## src/hw/rtl/ln1p_pkg.sv

```systemverilog
// ----------------------------------------------------------------------------
// ln1p_pkg
// Shared constants and types for the ln(1+x) series evaluator.
// ----------------------------------------------------------------------------
package ln1p_pkg;

  localparam int FRAC_BITS_DEF = 16;
  localparam int MAX_TERMS_DEF = 4096;

  localparam int COUNT_W = 13;
  localparam int EPS_W   = 16;
  localparam logic [EPS_W-1:0] EPS_RESET = 16'd66;

  // divider status back to the sequencer
  typedef struct packed {
    logic busy;
    logic done;
  } div_stat_t;

endpackage

```

## src/hw/rtl/ln1p_if.sv

```systemverilog
// ----------------------------------------------------------------------------
// ln1p_if
// Valid/ready channels for the argument and result transactions.
// ----------------------------------------------------------------------------
interface ln1p_in_if #(
  parameter int FRAC_BITS = ln1p_pkg::FRAC_BITS_DEF
);
  logic                        valid;
  logic                        ready;
  logic signed [FRAC_BITS+1:0] x_value;

  modport source (output valid, output x_value, input ready);
  modport sink   (input valid, input x_value, output ready);
endinterface

interface ln1p_out_if #(
  parameter int FRAC_BITS = ln1p_pkg::FRAC_BITS_DEF
);
  logic                            valid;
  logic                            ready;
  logic signed [FRAC_BITS+4:0]     log_sum;
  logic [ln1p_pkg::COUNT_W-1:0]    term_count;
  logic                            limit_hit;

  modport source (output valid, output log_sum, output term_count, output limit_hit,
                  input ready);
  modport sink   (input valid, input log_sum, input term_count, input limit_hit,
                  output ready);
endinterface

```

## src/hw/rtl/ln1p_div.sv

```systemverilog
// ----------------------------------------------------------------------------
// ln1p_div
// Restoring serial divider, one quotient bit per cycle.
// ----------------------------------------------------------------------------
module ln1p_div #(
  parameter int NUM_W = ln1p_pkg::FRAC_BITS_DEF + 1,
  parameter int DEN_W = 13
) (
  input  logic                 clk,
  input  logic                 rst,
  input  logic                 start,
  input  logic [NUM_W-1:0]     num,
  input  logic [DEN_W-1:0]     den,
  output logic [NUM_W-1:0]     quo,
  output ln1p_pkg::div_stat_t  stat
);

  localparam int CNT_W = $clog2(NUM_W + 1);

  logic [DEN_W-1:0] rem;
  logic [CNT_W-1:0] cnt;
  logic             busy;
  logic             done;
  logic [DEN_W:0]   shifted;
  logic [DEN_W:0]   diff;
  logic             fits;

  assign shifted = {rem, quo[NUM_W-1]};
  assign diff    = shifted - {1'b0, den};
  assign fits    = shifted >= {1'b0, den};

  always_ff @(posedge clk) begin
    if (rst) begin
      busy <= 1'b0;
      done <= 1'b0;
    end else begin
      done <= busy && (cnt == CNT_W'(1));
      if (start) begin
        busy <= 1'b1;
      end else if (busy && (cnt == CNT_W'(1))) begin
        busy <= 1'b0;
      end
    end
  end

  always_ff @(posedge clk) begin
    if (start) begin
      rem <= '0;
      quo <= num;
      cnt <= CNT_W'(NUM_W);
    end else if (busy) begin
      // remainder stays below den, so the low bits hold it
      rem <= fits ? diff[DEN_W-1:0] : shifted[DEN_W-1:0];
      quo <= {quo[NUM_W-2:0], fits};
      cnt <= cnt - CNT_W'(1);
    end
  end

  assign stat.busy = busy;
  assign stat.done = done;

endmodule

```

## src/hw/rtl/ln1p_taylor_series_top.sv

```systemverilog
// Each series term runs the serial divider (start, FRAC_BITS + 1 quotient bit shifts, done),
//   then ST_ACC adds the term and ST_MUL forms the next power.
// One transaction at a time; arg.ready is high only when idle and the result has been taken,
//   so a new argument waits for the last result; at most MAX_TERMS terms per argument.
// Reset (rst, synchronous): sequencer idle, no result pending, epsilon = 66.
// ----------------------------------------------------------------------------
// ln1p_taylor_series_top
// ln(1+x) by its alternating Taylor series in fixed point, one term per pass
// through a shared serial divider and multiplier.
// ----------------------------------------------------------------------------
module ln1p_taylor_series_top #(
  parameter int MAX_TERMS = ln1p_pkg::MAX_TERMS_DEF,
  parameter int FRAC_BITS = ln1p_pkg::FRAC_BITS_DEF
) (
  input  logic                         clk,
  input  logic                         rst,
  ln1p_in_if.sink                      arg,
  ln1p_out_if.source                   res,
  input  logic                         wr_en,
  input  logic [ln1p_pkg::EPS_W-1:0]   wr_data
);

  localparam int XW   = FRAC_BITS + 2;
  localparam int PW_W = FRAC_BITS + 1;
  localparam int SW   = FRAC_BITS + 7;
  localparam int OW   = FRAC_BITS + 5;
  localparam int KW   = $clog2(MAX_TERMS + 1);
  localparam int SHL  = (FRAC_BITS >= 16) ? FRAC_BITS - 16 : 0;
  localparam int SHR  = (FRAC_BITS < 16) ? 16 - FRAC_BITS : 0;
  localparam int EW   = ln1p_pkg::EPS_W + FRAC_BITS;

  localparam logic signed [XW-1:0] X_HI = {2'b01, {FRAC_BITS{1'b0}}};
  localparam logic signed [XW-1:0] X_LO = {2'b11, {(FRAC_BITS-1){1'b0}}, 1'b1};
  localparam logic signed [SW-1:0] SUM_HI = {3'b000, {(FRAC_BITS+4){1'b1}}};
  localparam logic signed [SW-1:0] SUM_LO = {3'b111, {(FRAC_BITS+4){1'b0}}};
  localparam logic [2*PW_W-1:0]    HALF = (2*PW_W)'(1) << (FRAC_BITS - 1);

  localparam logic [2:0] ST_IDLE = 3'd0;
  localparam logic [2:0] ST_DIV  = 3'd1;
  localparam logic [2:0] ST_ACC  = 3'd2;
  localparam logic [2:0] ST_MUL  = 3'd3;
  localparam logic [2:0] ST_FIN  = 3'd4;

  logic [2:0]                   state;
  logic [ln1p_pkg::EPS_W-1:0]   epsilon;
  logic                         div_start;
  logic                         neg;
  logic [PW_W-1:0]              ax;
  logic [PW_W-1:0]              pw;
  logic [KW-1:0]                k;
  logic signed [SW-1:0]         sum;
  logic                         limit;
  logic [2*PW_W-1:0]            prod;

  logic signed [XW-1:0]         xc;
  logic [EW-1:0]                eps_wide;
  logic [FRAC_BITS-1:0]         eps_s;
  logic [PW_W-1:0]              term;
  logic [2*PW_W-1:0]            rounded;
  ln1p_pkg::div_stat_t          div_stat;

  ln1p_div #(
    .NUM_W (PW_W),
    .DEN_W (KW)
  ) u_div (
    .clk   (clk),
    .rst   (rst),
    .start (div_start),
    .num   (pw),
    .den   (k),
    .quo   (term),
    .stat  (div_stat)
  );

  always_ff @(posedge clk) begin
    if (rst) begin
      epsilon <= ln1p_pkg::EPS_RESET;
    end else if (wr_en) begin
      epsilon <= wr_data;
    end
  end

  always_comb begin
    xc = arg.x_value;
    if (arg.x_value < X_LO) xc = X_LO;
    if (arg.x_value > X_HI) xc = X_HI;
  end

  assign eps_wide = (EW'(epsilon) << SHL) >> SHR;
  assign eps_s    = eps_wide[FRAC_BITS-1:0];
  assign rounded  = prod + HALF;

  always_ff @(posedge clk) begin
    if (rst) begin
      state     <= ST_IDLE;
      div_start <= 1'b0;
    end else begin
      div_start <= 1'b0;
      case (state)
        ST_IDLE: begin
          if (arg.valid) begin
            state     <= ST_DIV;
            div_start <= 1'b1;
          end
        end
        ST_DIV: begin
          if (div_stat.done) state <= ST_ACC;
        end
        ST_ACC: begin
          if ((term <= PW_W'(eps_s)) || (k >= KW'(MAX_TERMS))) begin
            state <= ST_FIN;
          end else begin
            state <= ST_MUL;
          end
        end
        ST_MUL: begin
          state     <= ST_DIV;
          div_start <= 1'b1;
        end
        ST_FIN: begin
          if (res.ready) state <= ST_IDLE;
        end
        default: state <= ST_IDLE;
      endcase
    end
  end

  always_ff @(posedge clk) begin
    case (state)
      ST_IDLE: begin
        neg   <= xc < 0;
        ax    <= (xc < 0) ? PW_W'(-xc) : PW_W'(xc);
        pw    <= (xc < 0) ? PW_W'(-xc) : PW_W'(xc);
        k     <= KW'(1);
        sum   <= '0;
        limit <= 1'b0;
      end
      ST_ACC: begin
        // odd terms add for x >= 0, everything subtracts for x < 0
        if (neg || !k[0]) sum <= sum - $signed(SW'(term));
        else              sum <= sum + $signed(SW'(term));
        limit <= (term > PW_W'(eps_s)) && (k >= KW'(MAX_TERMS));
        prod  <= pw * ax;
      end
      ST_MUL: begin
        pw <= rounded[FRAC_BITS +: PW_W];
        k  <= k + KW'(1);
      end
      default: begin
      end
    endcase
  end

  assign arg.ready = (state == ST_IDLE);

  assign res.valid      = (state == ST_FIN);
  assign res.log_sum    = (sum > SUM_HI) ? OW'(SUM_HI) :
                          (sum < SUM_LO) ? OW'(SUM_LO) : OW'(sum);
  assign res.term_count = ln1p_pkg::COUNT_W'(k);
  assign res.limit_hit  = limit;

  a_exclusive_sides: assert property (@(posedge clk) disable iff (rst)
    !(arg.ready && res.valid))
    else $error("input ready while a result is pending");

  a_div_start_idle: assert property (@(posedge clk) disable iff (rst)
    div_start |-> !div_stat.busy)
    else $error("divider started while busy");

  a_k_range: assert property (@(posedge clk) disable iff (rst)
    (state == ST_ACC) |-> ((k != '0) && (k <= KW'(MAX_TERMS))))
    else $error("term index out of range");

  a_done_to_acc: assert property (@(posedge clk) disable iff (rst)
    (div_stat.done && (state == ST_DIV)) |=> (state == ST_ACC))
    else $error("divider result not consumed");

endmodule

```

## src/flat_wrapper.sv

```systemverilog
// flat-port wrapper written by rule: the top's interface ports become plain ports
module ln1p_taylor_series_top_flat 
#(
  parameter int MAX_TERMS = ln1p_pkg::MAX_TERMS_DEF,
  parameter int FRAC_BITS = ln1p_pkg::FRAC_BITS_DEF
)
  (clk, rst, wr_en, wr_data, arg_valid, arg_x_value, arg_ready, res_valid, res_log_sum, res_term_count, res_limit_hit, res_ready);
  ln1p_in_if #(.FRAC_BITS(FRAC_BITS)) arg_i ();
  ln1p_out_if #(.FRAC_BITS(FRAC_BITS)) res_i ();
  input  logic clk;
  input  logic rst;
  input  logic wr_en;
  input  logic [ln1p_pkg::EPS_W-1:0] wr_data;
  input wire logic [$bits(arg_i.valid)-1:0] arg_valid;
  input wire logic [$bits(arg_i.x_value)-1:0] arg_x_value;
  output wire logic [$bits(arg_i.ready)-1:0] arg_ready;
  output wire logic [$bits(res_i.valid)-1:0] res_valid;
  output wire logic [$bits(res_i.log_sum)-1:0] res_log_sum;
  output wire logic [$bits(res_i.term_count)-1:0] res_term_count;
  output wire logic [$bits(res_i.limit_hit)-1:0] res_limit_hit;
  input wire logic [$bits(res_i.ready)-1:0] res_ready;
  assign arg_i.valid = arg_valid;
  assign arg_i.x_value = arg_x_value;
  assign arg_ready = arg_i.ready;
  assign res_valid = res_i.valid;
  assign res_log_sum = res_i.log_sum;
  assign res_term_count = res_i.term_count;
  assign res_limit_hit = res_i.limit_hit;
  assign res_i.ready = res_ready;
  ln1p_taylor_series_top #(.MAX_TERMS(MAX_TERMS), .FRAC_BITS(FRAC_BITS)) u_core (.clk(clk), .rst(rst), .arg(arg_i), .res(res_i), .wr_en(wr_en), .wr_data(wr_data));
endmodule
```

## config.mk

```make
export PLATFORM = sky130hd
export DESIGN_NAME = ln1p_taylor_series_top_flat
export DESIGN_NICKNAME = d
export VERILOG_FILES = /design/src/hw/rtl/ln1p_pkg.sv /design/src/hw/rtl/ln1p_if.sv /design/src/hw/rtl/ln1p_div.sv /design/src/hw/rtl/ln1p_taylor_series_top.sv /design/src/flat_wrapper.sv
export SDC_FILE = /design/constraint.sdc
export NUM_CORES = 1
export LEC_CHECK = 0
export ABC_AREA = 0
export BUFFER_PORTS_ARGS = -buffer_cell sky130_fd_sc_hd__buf_2
export CAP_MARGIN = 20
export CORE_MARGIN = 4
export CORE_UTILIZATION = 65
export CTS_CLUSTER_DIAMETER = 50
export DETAILED_ROUTE_END_ITERATION = 6
export GPL_ROUTABILITY_DRIVEN = 0
export GPL_TIMING_DRIVEN = 0
export HOLD_SLACK_MARGIN = 0.02
export PLACE_DENSITY = 0.83
export SYNTH_ARGS = -nofsm -noshare
export SYNTH_HDL_FRONTEND = slang
export SYNTH_SLANG_ARGS = --single-unit
```

## constraint.sdc

```tcl
create_clock -name clk -period 11.44 [get_ports clk]
set_clock_uncertainty 0.05 [all_clocks]
set_input_delay 1.716 -clock clk [delete_from_list [all_inputs] [get_ports clk]]
set_output_delay 1.716 -clock clk [all_outputs]
set_load 0.02 [all_outputs]
```

==> flow_summary.toml <==
[synthesis]
synth.distinct_cells = 76
synth_edf_count = 107
syn_nets = 2441
synth_common_cells = "352 x inv_1, 223 x fa_1, 219 x nand2_1"
synth_xor_area_share_pct = 4.35
synthFlopType = "edfxtp_1"
synth_top_family_by_area = "adder cells"
synth_area_leaders = "fa_1 24%, edfxtp_1 18%, ha_1 11%, inv_1 7.2%, and2_1 4.7%"
synth-seq-cells = 147
yosysMostFrequentCell = "inv_1"
synthSimpleGateAreaFrac_pct = 17.8
yosys.area.top_type_share_pct = 24.3
synthMuxAreaShare_pct = 2.50
async_reset_ff_share_pct = 0
synth_area_um2 = 18300
yosys_warnings = 0
yosysTopAreaCell = "fa_1"
ys_seq_area_share_pct = 21.9
synthAdderAreaFrac_pct = 35.3
synth_compound_area_share_pct = 9.40
synthCells = 2018
avgSynthCellArea_um2 = 9.09

[final_layout]
fin_nets = 2537
fin_util_pct = 71.4
areaGrowthSynthToFinish_pct = 8.13
nFillCells = 2098
drive_gt1_share_pct = 7.24

[clock_network]
h-tree-depth = 4
cts_buffers = 17
cts_root_buffer = "clkbuf_16"
clk_pin_slew_ns = 0.07
clk_latency_ns = 0.43
clock_path_buffers = 2
cts_tree = "yes"
postCtsSetupRepairBufs = 0
hold_buffers = 0
clkSinkCount = 147
cts_resized = 0

[sta]
min_period_ns = 7.35
setup_violations = 0
fmax_ghz = 0.136
finalSetupTns_ns = 0
worstMarginPinSlew_ns = 1.08
slew_violations = 0
period_share_pct = 64.2
hold_violations = 0
relSlewSlack_pct = 27.5
rsz0062_at_grt = "false"

[routing]
post-route-drc-count = 7
wirelength_um = 48000
via_count = 15035
viasPerCell = 6.00
drt_iter0_drc = 1321
ant_nets = 0
drtPass1Iterations = 7
avgRoutedWirePerCell_um = 19.1

[floorplan]
ios = 76
die_area_um2 = 31000
die_h_um = 176
core_area_um2 = 27800
rows = 61
die_w_um = 176
start_util_pct = 66.0

[outcome]
violations = "DRC"
status = "complete, but fails checks"

[critical_path]
critPathKind = "reg2reg"
crit_fanout = 10
critPathRequiredTime_ns = 11.57
cp-start-kind = "register"
worst_ep_arrival_time_ns = 7.48
reg2reg_to = "u_core.prod[32]"
crit_top_cell = "fa_1"
crit_chain = "clkbuf_1, clkbuf_1, nand2_1, fa_1, fa_1, fa_1, inv_1, fa_1, fa_1, inv_1, fa_1, inv_1, ha_1, o21a_1, o211ai_1, a211oi_1, o2111ai_1, a21o_1, a21o_1, and3_1, a311o_1"
regToRegSetupSlack_ns = 4.09
setup.worst_path.end_class = "register"
critPathMaxStageDelay_ns = 0.61
reg2reg_depth = 21
slowest_stage = "fa_1"
reg2reg_from = "u_core.pw[9]"

[global_route]
grt.overflow.total = 0
grt_first_pass_wirelength_um = 79100
grt_pass1_vias = 15638
antenna_found_initial = 0
grt_usage_pct = 32.0
grt_max_degree = 23

[worst_hold_path]
whs_path_depth = 2
min_to = "u_core.eps_s[2]"
hp-class = "reg2reg"
min_from = "u_core.eps_s[2]"

[placement]
dp_hpwl_um = 37300
portBuffers = 74

[flow_run]
drv_cap = 0
==> cell usage in the layout, fill, tap and decap left out, drive strengths merged, types with 78 or more instances in the layout <==
master  Yosys  layout
and2      137     137
inv       352     362
clkbuf     69      88
ha        161     161
buf         5      82
nor2      158     158
edfxtp    107     107
fa        223     223
a21oi      78      78
nand2     219     219
==> worst max path at each step <==
stage | start | to | slack (ns) | depth (start not counted)
floorplan | u_core.pw[8] | u_core.prod[32] | 5.33 | 21
global placement | u_core.ax[10] | u_core.prod[32] | 4.25 | 21
detailed placement | u_core.pw[9] | u_core.prod[32] | 4.24 | 21
CTS | u_core.pw[9] | u_core.prod[32] | 4.19 | 21
global route | u_core.pw[8] | u_core.prod[32] | 3.82 | 21
finish | u_core.pw[9] | u_core.prod[32] | 4.09 | 21
==> layer usage <==
| metal | routed length (um) | vias up | global-route usage, % |
|---|---|---|---|
| li1 | - | 6712 | - |
| met1 | 18300 | 7300 | 42.2 |
| met2 | 22200 | 851 | 51.4 |
| met3 | 5490 | 172 | 8.84 |
| met4 | 1880 | 0 | 11.6 |
| met5 | 0 | - | 0 |
==> state kept, by name, indices dropped and copies added, names as in the netlist <==
register and count:
u_core.div_start 1, u_core.pw 17, u_core.ax 17, u_core.u_div.rem 13
u_core.neg 1, u_core.res.limit_hit 1, u_core.res.term_count 13, u_core.u_div.cnt 5
u_core.u_div.busy 1, u_core.prod 18, u_core.u_div.quo 17, u_core.state 3
u_core.u_div.done 1, u_core.sum 23, u_core.eps_s 16
==> critical path: cells and delay by family, from the launching register on <==
kind | cells | cell delay [ns]
buf+inv | 5 | 1.24
compound gates | 7 | 1.71
flops | 1 | 0.33
simple gates | 2 | 0.33
fa+ha+maj | 7 | 3.44
==> logic make-up (layout without fill, tap and decap cells) <==
family	after synthesis	after routing
xor gates and xnor gates	91	91
AOI/OAI and AO/OA	257	257
DFF	147	147
other	0	2
adders and majority gates	384	384
muxes	43	43
buffers and inverters	426	535
and+or+nand+nor	670	670
==> final cells by class <==
class | instances | area [um^2] | area share (%)
Clock inverter | 13 | 138 | 0.694
Antenna cell | 2 | 5.00 | 0.0252
Buffer | 74 | 289 | 1.46
Clock buffer | 19 | 444 | 2.24
Multi-Input combinational cell | 1445 | 12700 | 64.2
Inverter | 352 | 1320 | 6.66
Sequential cell | 147 | 4010 | 20.2
Timing Repair Buffer | 77 | 424 | 2.14
Tap cell | 378 | 473 | 2.38
==> metrics by stage <==
stage	hold WS, ns	std cells	setup WS [ns]	cell area, um^2
final	0.447	2507	4.09	19800
after global placement	0.428	2470	4.25	19200
after detailed placement	0.433	2473	4.24	19200
after global routing	0.480	2505	3.82	19800
after CTS	0.449	2505	4.19	19800
after floorplan	0.409	2018	5.33	18300
Power is left out: the tool's default activity adds up to more than one toggle a clock period on the data nets, which glitch-free logic cannot reach.
